File: src/rtl/dtp_pkg.sv
package dtp_pkg;

	// Message and length-field limits
	localparam int unsigned MSG_W             = 11;
	localparam int unsigned MAX_MESSAGE_BYTES = 1024;
	localparam int unsigned MAX_LENGTH_BYTES  = 4;
	localparam int unsigned HEX_CHAR_LIMIT    = 2036;

	// Tag and length byte masks
	localparam logic [7:0] CONSTRUCTED_MASK = 8'h20;
	localparam logic [7:0] LONG_FORM_MASK   = 8'h80;
	localparam logic [7:0] LENGTH_MASK      = 8'h7F;

	// Result queue geometry (depth is a power of two)
	localparam int unsigned FIFO_DEPTH = 4;
	localparam int unsigned FIFO_PTR_W = $clog2(FIFO_DEPTH);
	localparam int unsigned FIFO_CNT_W = $clog2(FIFO_DEPTH + 1);

	// Token kinds
	localparam logic [2:0] TOK_CONS_HDR = 3'd0;
	localparam logic [2:0] TOK_PRIM_HDR = 3'd1;
	localparam logic [2:0] TOK_CONTENT  = 3'd2;
	localparam logic [2:0] TOK_DONE     = 3'd3;
	localparam logic [2:0] TOK_ERROR    = 3'd4;

	// Error codes
	localparam logic [2:0] ERR_NONE      = 3'd0;
	localparam logic [2:0] ERR_LEN_BYTES = 3'd1;
	localparam logic [2:0] ERR_OVERRUN   = 3'd2;
	localparam logic [2:0] ERR_TRUNC     = 3'd3;
	localparam logic [2:0] ERR_SIZE      = 3'd4;

	typedef enum logic [2:0] {
		PH_TAG,
		PH_LEN,
		PH_LONG,
		PH_CONTENT,
		PH_SKIP
	} phase_t;

	typedef struct packed {
		logic [7:0] data_byte;
		logic       last_byte;
	} in_item_t;

	typedef struct packed {
		logic [2:0]       token_kind;
		logic [7:0]       tag_value;
		logic [MSG_W-1:0] item_length;
		logic [7:0]       content_byte;
		logic [2:0]       error_code;
		logic             final_res;
	} result_t;

	// Parser state; the long-form length keeps its low bits plus a sticky
	// flag for anything that landed above them
	typedef struct packed {
		phase_t           phase;
		logic [7:0]       held_tag;
		logic             constructed;
		logic [2:0]       len_left;
		logic [MSG_W-1:0] acc_lo;
		logic             acc_big;
		logic [MSG_W-1:0] content_left;
		logic [MSG_W-1:0] byte_pos;
	} dtp_state_t;

	// Up to two results produced by one byte
	typedef struct packed {
		logic [1:0] num;
		result_t    r0;
		result_t    r1;
	} res_pair_t;

	localparam dtp_state_t STATE_RESET = '{
		phase:        PH_TAG,
		held_tag:     '0,
		constructed:  1'b0,
		len_left:     '0,
		acc_lo:       '0,
		acc_big:      1'b0,
		content_left: '0,
		byte_pos:     '0
	};

endpackage

File: src/rtl/dtp_step.sv
module dtp_step (
	input  dtp_pkg::dtp_state_t           state,
	input  dtp_pkg::in_item_t             item,
	input  logic [dtp_pkg::MSG_W-1:0]     msg_bytes,
	output dtp_pkg::dtp_state_t           state_next,
	output dtp_pkg::res_pair_t            res
);
	import dtp_pkg::*;

	logic [7:0]       b;
	logic             last;
	logic             skip;
	logic [MSG_W:0]   pos;
	logic             size_bad;
	logic             count_bad;
	logic             long_form;
	logic [6:0]       n_cnt;
	logic             n_bad;
	logic             n_zero;
	logic [2:0]       len_left_dec;
	logic [MSG_W-1:0] acc_lo_nx;
	logic             acc_big_nx;
	logic             header;
	logic [MSG_W-1:0] hlen_lo;
	logic             hlen_big;
	logic [MSG_W-1:0] rem;
	logic             err_len;
	logic             overrun;
	logic             any_err;
	logic [2:0]       err_code;
	logic [MSG_W-1:0] content_dec;
	phase_t           phase_mid;
	logic             has_primary;
	result_t          prim_res;
	result_t          end_res;
	result_t          err_res;

	function automatic result_t mk_res(input logic [2:0] kind, input logic [7:0] tag,
			input logic [MSG_W-1:0] len, input logic [7:0] cb, input logic [2:0] err);
		result_t r;
		r.token_kind   = kind;
		r.tag_value    = tag;
		r.item_length  = len;
		r.content_byte = cb;
		r.error_code   = err;
		r.final_res    = 1'b0;
		return r;
	endfunction

	// Decode the incoming byte against the current state
	assign b    = item.data_byte;
	assign last = item.last_byte;
	assign skip = (state.phase == PH_SKIP);
	assign pos  = {1'b0, state.byte_pos} + (MSG_W+1)'(1);

	assign size_bad = (state.byte_pos == '0) &&
		((msg_bytes == '0) ||
		 ({msg_bytes, 1'b0} >= (MSG_W+1)'(HEX_CHAR_LIMIT)) ||
		 ({{(32-MSG_W){1'b0}}, msg_bytes} > 32'(MAX_MESSAGE_BYTES)));
	assign count_bad = last ? (pos != {1'b0, msg_bytes}) : (pos >= {1'b0, msg_bytes});

	assign long_form    = (b & LONG_FORM_MASK) != '0;
	assign n_cnt        = b[6:0] & LENGTH_MASK[6:0];
	assign n_bad        = n_cnt > 7'(MAX_LENGTH_BYTES);
	assign n_zero       = (n_cnt == '0);
	assign len_left_dec = state.len_left - 3'd1;

	// Shift in one length byte; bits pushed above the low word go sticky
	assign acc_lo_nx  = {state.acc_lo[2:0], b};
	assign acc_big_nx = state.acc_big | (state.acc_lo[MSG_W-1:3] != '0);

	assign header = ((state.phase == PH_LEN) && (!long_form || n_zero)) ||
		((state.phase == PH_LONG) && (len_left_dec == '0));
	assign hlen_lo  = (state.phase == PH_LONG) ? acc_lo_nx :
		(long_form ? '0 : {{(MSG_W-7){1'b0}}, n_cnt});
	assign hlen_big = (state.phase == PH_LONG) && acc_big_nx;
	assign rem      = msg_bytes - pos[MSG_W-1:0];

	assign err_len     = (state.phase == PH_LEN) && long_form && n_bad;
	assign overrun     = header && (hlen_big || (hlen_lo > rem));
	assign any_err     = size_bad || count_bad || err_len || overrun;
	assign content_dec = state.content_left - MSG_W'(1);

	// Pick the reported error, earliest check first
	always_comb begin
		if (size_bad) begin
			err_code = ERR_SIZE;
		end else if (count_bad) begin
			err_code = ERR_TRUNC;
		end else if (err_len) begin
			err_code = ERR_LEN_BYTES;
		end else begin
			err_code = ERR_OVERRUN;
		end
	end

	// Phase after this byte on an error-free path
	always_comb begin
		unique case (state.phase)
			PH_TAG:     phase_mid = PH_LEN;
			PH_LEN:     phase_mid = (long_form && !n_zero) ? PH_LONG : PH_TAG;
			PH_LONG:    phase_mid = PH_LONG;
			PH_CONTENT: phase_mid = (content_dec == '0) ? PH_TAG : PH_CONTENT;
			default:    phase_mid = PH_TAG;
		endcase
		if (header) begin
			phase_mid = (state.constructed || (hlen_lo == '0)) ? PH_TAG : PH_CONTENT;
		end
	end

	// Next state
	always_comb begin
		state_next = state;
		if (skip) begin
			if (last) begin
				state_next.phase    = PH_TAG;
				state_next.byte_pos = '0;
			end
		end else if (size_bad || count_bad) begin
			state_next.phase = last ? PH_TAG : PH_SKIP;
			if (last) begin
				state_next.byte_pos = '0;
			end
		end else begin
			state_next.byte_pos = pos[MSG_W-1:0];
			unique case (state.phase)
				PH_TAG: begin
					state_next.held_tag    = b;
					state_next.constructed = (b & CONSTRUCTED_MASK) != '0;
				end
				PH_LEN: begin
					if (long_form && !n_zero) begin
						state_next.len_left = n_cnt[2:0];
						state_next.acc_lo   = '0;
						state_next.acc_big  = 1'b0;
					end
				end
				PH_LONG: begin
					state_next.len_left = len_left_dec;
					state_next.acc_lo   = acc_lo_nx;
					state_next.acc_big  = acc_big_nx;
				end
				PH_CONTENT: begin
					state_next.content_left = content_dec;
				end
				default: begin
				end
			endcase
			if (header && !state.constructed) begin
				state_next.content_left = hlen_lo;
			end
			if (err_len || overrun) begin
				state_next.phase = last ? PH_TAG : PH_SKIP;
			end else if (last) begin
				state_next.phase = PH_TAG;
			end else begin
				state_next.phase = phase_mid;
			end
			if (last) begin
				state_next.byte_pos = '0;
			end
		end
	end

	// Candidate results
	always_comb begin
		has_primary = header || (state.phase == PH_CONTENT);
		if (header) begin
			prim_res = mk_res(state.constructed ? TOK_CONS_HDR : TOK_PRIM_HDR,
				state.held_tag, hlen_lo, 8'd0, ERR_NONE);
		end else begin
			prim_res = mk_res(TOK_CONTENT, 8'd0, '0, b, ERR_NONE);
		end
		if (phase_mid == PH_TAG) begin
			end_res = mk_res(TOK_DONE, 8'd0, '0, 8'd0, ERR_NONE);
		end else begin
			end_res = mk_res(TOK_ERROR, 8'd0, '0, 8'd0, ERR_TRUNC);
		end
		end_res.final_res = 1'b1;
		err_res           = mk_res(TOK_ERROR, 8'd0, '0, 8'd0, err_code);
		err_res.final_res = 1'b1;
	end

	// Order the results of this byte, flag the last one
	always_comb begin
		res.num = 2'd0;
		res.r0  = '0;
		res.r1  = '0;
		if (!skip) begin
			if (any_err) begin
				res.num = 2'd1;
				res.r0  = err_res;
			end else if (has_primary && last) begin
				res.num = 2'd2;
				res.r0  = prim_res;
				res.r1  = end_res;
			end else if (has_primary) begin
				res.num          = 2'd1;
				res.r0           = prim_res;
				res.r0.final_res = 1'b1;
			end else if (last) begin
				res.num = 2'd1;
				res.r0  = end_res;
			end
		end
	end

endmodule

File: src/rtl/dtp_result_fifo.sv
module dtp_result_fifo (
	input  logic                clk,
	input  logic                arst_n,
	input  logic                push_en,
	input  dtp_pkg::res_pair_t  push,
	output logic                room,
	output logic                out_valid,
	input  logic                out_stall,
	output dtp_pkg::result_t    out_data
);
	import dtp_pkg::*;

	logic [FIFO_PTR_W-1:0] wr_ptr_q;
	logic [FIFO_PTR_W-1:0] rd_ptr_q;
	logic [FIFO_PTR_W-1:0] wr_ptr_nx1;
	logic [FIFO_CNT_W-1:0] count_q;
	logic [1:0]            push_cnt;
	logic                  pop;
	result_t               mem_q [FIFO_DEPTH];

	assign push_cnt   = push_en ? push.num : 2'd0;
	assign pop        = out_valid && !out_stall;
	assign wr_ptr_nx1 = wr_ptr_q + FIFO_PTR_W'(1);

	// Leave space for a two-result byte
	assign room      = count_q <= FIFO_CNT_W'(FIFO_DEPTH - 2);
	assign out_valid = (count_q != '0);
	assign out_data  = mem_q[rd_ptr_q];

	// Advance pointers and fill level
	always_ff @(posedge clk or negedge arst_n) begin
		if (!arst_n) begin
			wr_ptr_q <= '0;
			rd_ptr_q <= '0;
			count_q  <= '0;
		end else begin
			wr_ptr_q <= wr_ptr_q + FIFO_PTR_W'(push_cnt);
			rd_ptr_q <= rd_ptr_q + FIFO_PTR_W'(pop);
			count_q  <= count_q + FIFO_CNT_W'(push_cnt) - FIFO_CNT_W'(pop);
		end
	end

	// Store one or two results per beat
	always_ff @(posedge clk) begin
		if (push_cnt != 2'd0) begin
			mem_q[wr_ptr_q] <= push.r0;
		end
		if (push_cnt == 2'd2) begin
			mem_q[wr_ptr_nx1] <= push.r1;
		end
	end

endmodule

File: src/rtl/der_tlv_stream_parser_core.sv
// DER TLV stream parser.
// Input channel (in_valid / in_stall / in_data) takes one byte of a DER message
// per beat, with last_byte marking the final byte. Output channel (out_valid /
// out_stall / out_data) delivers headers, content bytes, a done token after a
// well-formed message, or an error token; final_res marks the last result of
// each byte. cfg_wr_en / cfg_wr_data load the message size before streaming.
// An accepted byte is held in the input register, parsed once the queue has room,
// and its results are written to the result queue and offered from there.
// Throughput: one byte per cycle while the output is not stalled and bytes give
// at most one result; the two results of one byte leave one per output beat.
// The input register and the parser step form one stage; a four-entry result
// queue sits behind it and sets how much output stall is absorbed.
// Reset clears the size register to zero, returns the parser to the tag phase,
// and empties the input register and the result queue.
// When the receiver stalls, the queue fills; once it lacks room for two results
// the held byte waits in the input register and in_stall is raised.
module der_tlv_stream_parser_core (
	input  logic                          clk,
	input  logic                          arst_n,
	input  logic                          in_valid,
	output logic                          in_stall,
	input  dtp_pkg::in_item_t             in_data,
	output logic                          out_valid,
	input  logic                          out_stall,
	output dtp_pkg::result_t              out_data,
	input  logic                          cfg_wr_en,
	input  logic [dtp_pkg::MSG_W-1:0]     cfg_wr_data
);
	import dtp_pkg::*;

	logic             valid_s1;
	in_item_t         item_s1;
	dtp_state_t       state_q;
	dtp_state_t       state_next;
	logic [MSG_W-1:0] msg_bytes_q;
	res_pair_t        step_res;
	logic             room;
	logic             proc;
	logic             accept;

	// Parse the held byte when the queue can take its results
	assign proc     = valid_s1 && room;
	assign in_stall = valid_s1 && !room;
	assign accept   = in_valid && !in_stall;

	// Input register control
	always_ff @(posedge clk or negedge arst_n) begin
		if (!arst_n) begin
			valid_s1 <= 1'b0;
		end else if (accept) begin
			valid_s1 <= 1'b1;
		end else if (proc) begin
			valid_s1 <= 1'b0;
		end
	end

	// Input register payload
	always_ff @(posedge clk) begin
		if (accept) begin
			item_s1 <= in_data;
		end
	end

	// Message size register
	always_ff @(posedge clk or negedge arst_n) begin
		if (!arst_n) begin
			msg_bytes_q <= '0;
		end else if (cfg_wr_en) begin
			msg_bytes_q <= cfg_wr_data;
		end
	end

	// Parser state
	always_ff @(posedge clk or negedge arst_n) begin
		if (!arst_n) begin
			state_q <= STATE_RESET;
		end else if (proc) begin
			state_q <= state_next;
		end
	end

	dtp_step u_step (
		.state      (state_q),
		.item       (item_s1),
		.msg_bytes  (msg_bytes_q),
		.state_next (state_next),
		.res        (step_res)
	);

	dtp_result_fifo u_fifo (
		.clk       (clk),
		.arst_n    (arst_n),
		.push_en   (proc),
		.push      (step_res),
		.room      (room),
		.out_valid (out_valid),
		.out_stall (out_stall),
		.out_data  (out_data)
	);

endmodule
File: config.mk
export PLATFORM = sky130hd
export DESIGN_NAME = der_tlv_stream_parser_core
export DESIGN_NICKNAME = d
export VERILOG_FILES = /design/src/rtl/dtp_pkg.sv /design/src/rtl/dtp_step.sv /design/src/rtl/dtp_result_fifo.sv /design/src/rtl/der_tlv_stream_parser_core.sv
export SDC_FILE = /design/constraint.sdc
export NUM_CORES = 1
export LEC_CHECK = 0
export BUFFER_PORTS_ARGS = -buffer_cell sky130_fd_sc_hd__buf_2
export CAP_MARGIN = 10
export CORE_MARGIN = 10
export CORE_UTILIZATION = 58
export CTS_CLUSTER_DIAMETER = 100
export CTS_CLUSTER_SIZE = 20
export DETAILED_ROUTE_END_ITERATION = 8
export PLACE_DENSITY = 0.75
export SLEW_MARGIN = 10
export SYNTH_ARGS = -nofsm -noshare
export SYNTH_HDL_FRONTEND = slang
export SYNTH_SLANG_ARGS = --single-unit
export TNS_END_PERCENT = 5
File: constraint.sdc
create_clock -name clk -period 9.1 [get_ports clk]
set_input_delay 1.365 -clock clk [delete_from_list [all_inputs] [get_ports clk]]
set_output_delay 1.365 -clock clk [all_outputs]
set_load 0.05 [all_outputs]
# Word-level counts from Yosys, hierarchy flattened
# Memories as Yosys holds them, arrays and structs flattened.
# Index checks and enable logic that the tools add are counted.
[word_totals] n_memories=1 ramBits=136 regBits=77 inputBits=25 out_inout_bits=36 elab_cells=133
[mem_list] name="u_fifo.mem_q" words=4 width=34 read_ports=1 rd_clocked_by_memory_dff=0 write_ports=2 line_no="dtp_result_fifo.sv:19" source="result_t mem_q [FIFO_DEPTH];"
[classes] n_reduce_logical=49 magnitude_cmp=6 bitwise_logic=3 eq_ne=8 add_sub_neg=9 muxes=42
[op_table] op="two-way mux 34 bit" n=4
[op_table] op="two-way mux 11 bit" n=7
[op_table] op="two-way mux 36 bit" n=2
[op_table] op="two-way mux 35 bit" n=2
[op_table] op="two-way mux 70 bit" n=1
[op_table] op="logical NOT 11 bit" n=4
[op_table] op="one-hot mux 15 bit (2 select lines)" n=1
[op_table] op="two-way mux 3 bit" n=8
[op_table] op="two-way mux 15 bit" n=1
[op_table] op="logical AND 1 bit" n=14
[op_table] op="adder 11 x 1 -> 12 bit, second input constant" n=1
[op_table] op=">= comparator 12 x 11 -> 1 bit" n=1
[op_table] op=">= comparator 12 x 11 -> 1 bit, second input constant" n=1
[op_table] op="two-way mux 2 bit" n=6
[op_table] op="inequality test 12 x 11 -> 1 bit" n=1
[op_table] op="one-hot mux 3 bit (4 select lines)" n=1
[op_table] op="> comparator 11 bit" n=1
[op_table] op="> comparator 11 bit, second input constant" n=1
[op_table] op="logical OR 1 bit" n=11
[op_table] op="subtractor 11 x 1 -> 11 bit, second input constant" n=1
[op_table] op="subtractor 11 bit" n=1
[op_table] op="logical NOT 3 bit" n=3
[op_table] op="two-way mux 1 bit" n=8
[op_table] op="AND reduction 4 bit" n=2
[op_table] op="23 further kinds" n=34

# Depth between registers and ports, before layout
[logic_depth] word_depth=17 depth_mapped=25 mapped_depth_nobuf=23

# By module
# A second synthesis with hierarchy kept.
[hier_totals] hier_cells=1019 hier_area_um2=13215.2
[by_module_without_submodules] mod="dtp_result_fifo" instances=1 area_per_inst_um2=7124.3 seq_area_each_um2=4259.1 cells_per_inst=376
[by_module_without_submodules] mod="dtp_step" instances=1 area_per_inst_um2=3340.7 seq_area_each_um2=0.0 cells_per_inst=501
[by_module_without_submodules] mod="der_tlv_stream_parser_core" instances=1 area_per_inst_um2=2750.1 seq_area_each_um2=1796.7 cells_per_inst=142

# Worst setup path after synthesis
# No wires, ideal clock.
[synth_path] path_type="flip-flop to flip-flop" start="register state_q[2] (netlist bit)" end="register u_fifo.count_q[2]" path_buffers=2 setup_time_ns=0.123 synth_period_minus_slack_ns=5.393 stages_incl_launch_ff=24 required_time_ns=8.977 arrival_ns=5.270 setup_slack_ns=3.707 cell_sequence="dfrtp_1 clkbuf_1 nand3_1 nor3_1 and3_1 xnor2_1 inv_1 ha_1 nand2b_1 nor2_1 and3_1 a311oi_1 ha_1 o21a_1 a21oi_1 nor4b_1 o31ai_2 or3_4 buf_6 or2_2 ha_1 inv_1 fa_1 xnor2_1"
[synth_between] elab_chain_cells=11 elab_cells_between_ends=18 cone_classes="4 x add/sub; 2 x order compare; 1 x eq/ne; 4 x mux; 7 x reduce/logical"
[synth_lines] item="from (decl)" line_no="der_tlv_stream_parser_core.sv:33" source="dtp_state_t state_q;"
[synth_lines] item="from (signal assigned)" line_no="der_tlv_stream_parser_core.sv:78" source="state_q <= state_next;"
[synth_lines] item="adder 11 x 1 -> 12 bit" line_no="dtp_step.sv:54" source="assign pos = {1'b0, state.byte_pos} + (MSG_W+1)'(1);"
[synth_lines] item="subtractor 11 bit (tied with other cells)" line_no="dtp_step.sv:77" source="assign rem = msg_bytes - pos[MSG_W-1:0];"
[synth_lines] item="> comparator 11 bit / two-way mux 1 bit (equally long branches)" line_no="dtp_step.sv:80, dtp_step.sv:60"
[synth_lines] item="logical OR 1 bit, on equally long branches" line_no="dtp_step.sv:80, dtp_step.sv:81"
[synth_lines] item="logical AND 1 bit / logical OR 1 bit (equally long branches)" line_no="dtp_step.sv:80, dtp_step.sv:81"
[synth_lines] item="logical OR 1 bit *" line_no="dtp_step.sv:81" source="assign any_err = size_bad || count_bad || err_len || overrun;"
[synth_lines] item="two-way mux 36 bit *" line_no="dtp_step.sv:190" source="if (any_err) begin"
[synth_lines] item="two-way mux 70 bit *" line_no="dtp_step.sv:189" source="if (!skip) begin"
[synth_lines] item="two-way mux 2 bit *" line_no="dtp_result_fifo.sv:21" source="assign push_cnt = push_en ? push.num : 2'd0;"
[synth_lines] item="adder 3 x 2 -> 3 bit *" line_no="dtp_result_fifo.sv:39" source="count_q <= count_q + FIFO_CNT_W'(push_cnt) - FIFO_CNT_W'(pop);"
[synth_lines] item="subtractor 3 x 1 -> 3 bit *" line_no="dtp_result_fifo.sv:39"
[synth_lines] item="to (signal assigned)" line_no="dtp_result_fifo.sv:39"
[synth_lines] item="to (decl)" line_no="dtp_result_fifo.sv:16" source="logic [FIFO_CNT_W-1:0] count_q;"
# Mark *: on every way between the ends. The rest lies on a longest branch, timed or not.
# A chain may end at the register's enable or synchronous reset.

==> flow_metrics.py <==
metrics = {
    "setup_path": {
        "cp-start-kind": "register",
        "cpMaxStageDelayCell": "nor4_4",
        "worst_setup_path_end_kind": "register",
        "ff2ff_setup_slack_ns": 3.17,
        "cp_slowest_stage_delay_ns": 1.04,
        "r2r_cells": 17,
        "path_max_fanout": 19,
        "timing.rr.start": "state_q[2]",
        "required_ns": 9.51,
        "cp_data_arrival_time_ns": 6.34,
        "critical_path_class": "reg2reg",
        "r2r_end": "u_fifo.mem_q[0][15]",
        "critPathMostFrequentCell": "ha_1",
        "critical_path.cell_chain": "nand3_1, nor3_1, and3_1, xnor2_1, inv_1, ha_1, mux2i_1, o311ai_0, a311oi_1, ha_1, o21a_1, a21oi_1, nor4b_1, o31ai_2, or3_4, nor4_4, a22o_1",
    },
    "power": {
        "p_total_mw": 2.78,
        "powerDensity_nw_per_um2": 245,
        "ir_drop_mv": 0.168,
        "p_leak_nw": 4.73,
    },
    "hold_path": {
        "hp-class": "reg2reg",
        "worstHoldStart": "u_fifo.mem_q[3][3]",
        "whs_path_depth": 1,
        "hold_end": "u_fifo.mem_q[3][3]",
    },
    "grt": {
        "grt_antenna_before_repair": 0,
        "grt.total_usage_pct": 20.8,
        "grt_max_degree": 68,
        "grt_overflow": 0,
        "grt_first_pass_wirelength_um": 41200,
        "grt_pass1_vias": 7612,
    },
    "place": {
        "portBuffers": 60,
        "place_ws_ns": 3.24,
        "dp_hpwl_um": 17800,
        "place_congestion": 0.919,
    },
    "logic_synthesis": {
        "synthesis.nets": 1026,
        "synth_area_um2": 10500,
        "post_synth_num_cell_types": 68,
        "yosysSeqAreaShare_pct": 46.7,
        "yosys_warnings": 0,
        "synthAdderAreaFrac_pct": 5.62,
        "synth_top_family_by_area": "compound AO/OA/AOI/OAI gates",
        "async_flop_share_pct": 31.6,
        "yosys.area_share.simple_pct": 12.7,
        "synth_xor_area_share_pct": 1.92,
        "synth_edf_count": 33,
        "yosys_register_bits": 212,
        "synth_cells": 955,
        "synthMuxAreaShare_pct": 9.08,
        "synth-compound-area-share_pct": 19.4,
        "yosys_most_used_dff": "dfxtp_1",
        "avgSynthCellArea_um2": 11.0,
    },
    "floorplanning": {
        "coreArea_um2": 17900,
        "die_area_um2": 23900,
        "die_h_um": 155,
        "die_x_um": 155,
        "ios": 61,
        "start_util_pct": 58.7,
        "rows": 49,
    },
    "timing": {
        "post-route-period-util_pct": 65.1,
        "rsz0062_at_grt": "no",
        "slew-limit-headroom_pct": 19.1,
        "final_hold_viol_count": 0,
        "fmax_mhz": 169,
        "worst_pin_slew_ns": 1.20,
        "hold_ws_ns": 0.473,
        "maxSlewViolCount": 0,
        "finalWorstSetupSlack_ns": 3.17,
        "skew_ns": 0.0165,
        "fin_setup_tns_ns": 0,
        "setup_viol": 0,
        "period_minus_slack_ns": 5.93,
    },
    "routing": {
        "first_iter_violations": 884,
        "via_per_inst": 6.47,
        "drt_wl_total_um": 25800,
        "first_pass_iters": 5,
        "drc": 0,
        "via_count": 7866,
        "wl_per_cell_um": 21.2,
        "drt.antenna.violating_nets": 0,
    },
    "cts": {
        "h-tree-depth": 1,
        "clk_path_buf_depth": 3,
        "root_buffer": "clkbuf_16",
        "hold_buffers": 0,
        "cts_num_sinks": 212,
        "post-cts-setup-buffer-count": 0,
        "cts_buffers": 14,
        "insertion_delay_ns": 0.48,
        "cts_resized": 0,
        "clk_pin_slew_worst_paths_ns": 0.08,
        "cts_tree": "yes",
    },
    "final_layout": {
        "nFillCells": 1433,
        "final_util_pct": 63.3,
        "antennaDiodeCount": 0,
        "layout.nets": 1052,
        "drive_gt1_share_pct": 16.4,
        "area_growth_pct": 7.84,
    },
    "status": {
        "status": "finished clean",
    },
    "run": {
        "drv_cap": 0,
    },
}
## critical path: cells and delay by family, from the launching register on
kind	cells	cell delay [ns]
compound gates	6	1.24
xor+xnor	1	0.14
fa+ha+maj	2	0.69
buf+inv	1	0.08
flops	1	0.48
mux	1	0.20
simple gates	6	3.04
## placed cells by master, fill, tap and decap left out, types with 15 or more instances in the layout
| master | synthesis | routed |
|---|---|---|
| nor2_1 | 30 | 30 |
| nor3_1 | 15 | 15 |
| buf_4 | 1 | 18 |
| buf_2 | 7 | 60 |
| a22o_1 | 121 | 121 |
| edfxtp_1 | 33 | 33 |
| mux4_2 | 34 | 34 |
| nand2_1 | 62 | 62 |
| nor4_1 | 16 | 16 |
| dfrtp_1 | 67 | 66 |
| inv_1 | 44 | 44 |
| o21ai_0 | 41 | 41 |
| nand3_1 | 26 | 26 |
| ha_1 | 44 | 44 |
| and2_1 | 15 | 15 |
| dfxtp_1 | 112 | 112 |
| a21oi_1 | 37 | 33 |
## final cells by class
class	instances	area (um^2)	area share, %
sequential	212	4910	43.4
clock buffer	20	373	3.29
multi-input combinational	630	5130	45.3
clock inverter	2	25.0	0.221
inverter	45	169	1.49
timing repair buffer	78	435	3.84
tap	229	287	2.53
## per-layer routing
metal | wire [um] | track usage (%) | vias up
li1 | - | - | 3651
met1 | 11600 | 29.0 | 3858
met2 | 11900 | 33.3 | 309
met3 | 1680 | 3.00 | 48
met4 | 511 | 5.49 | 0
met5 | 0 | 0 | -
## per-stage QoR
step	std cells	cell area [um^2]
finish	1216	11300
global route	1216	11300
CTS	1216	11300
detailed placement	1194	10900
global placement	1194	10900
floorplan	955	10500
## report_power, final
part / switching, mW / leakage [nW] / internal (mW) / total, mW
Clock: 0.310 / 0.191 / 0.291 / 0.601
Combinational: 0.627 / 2.45 / 0.353 / 0.980
Sequential: 0.147 / 2.09 / 1.05 / 1.20
## cells in the mapped netlist, types with 6 or more instances
cell	count	area, um^2
nor3_1	15	75.1
o2bb2ai_1	6	52.6
clkbuf_1	50	188
dfrtp_1	67	1680
mux4_2	34	766
o21ai_0	41	205
nor2_1	30	113
buf_6	6	67.6
o22ai_1	9	56.3
or3_1	13	81.3
a31oi_1	11	68.8
nand3_1	26	130
nand2_1	62	233
dfxtp_1	112	2240
a21o_1	8	60.1
xnor2_1	14	123
a32o_1	10	100
xor2_1	9	78.8
ha_1	44	551
a21oi_1	37	185
nand4_1	7	43.8
and2_1	15	93.8
edfxtp_1	33	991
nor2b_1	8	50.1
nand2b_1	9	56.3
buf_2	7	35.0
inv_1	44	165
a22o_1	121	1060
mux2_2	14	158
nor4_1	16	100
## flip-flops by register name, summed over array words and instances, names as in the netlist
name / flops
item_s1: 9
msg_bytes_q: 11
state_q: 48
u_fifo.count_q: 3
u_fifo.mem_q: 136
u_fifo.rd_ptr_q: 2
u_fifo.wr_ptr_q: 2
valid_s1: 1
## worst max path at each step
stage | from | end | cells past startpoint
floorplan | state_q[2] | u_fifo.count_q[2] | 23
global placement | state_q[2] | u_fifo.count_q[2] | 21
detailed placement | state_q[2] | u_fifo.count_q[2] | 20
CTS | state_q[2] | u_fifo.count_q[2] | 21
global route | state_q[2] | u_fifo.count_q[2] | 20
finish | state_q[2] | u_fifo.mem_q[0][15] | 17
## cell families (layout without fill, tap and decap cells)
kind of cell / after synthesis / after routing
compound gates: 271 / 271
simple gates: 239 / 239
flops: 212 / 212
buf+inv: 113 / 145
mux: 51 / 51
fa+ha+maj: 46 / 46
xor+xnor: 23 / 23
Power figures use the tool's default switching activity.
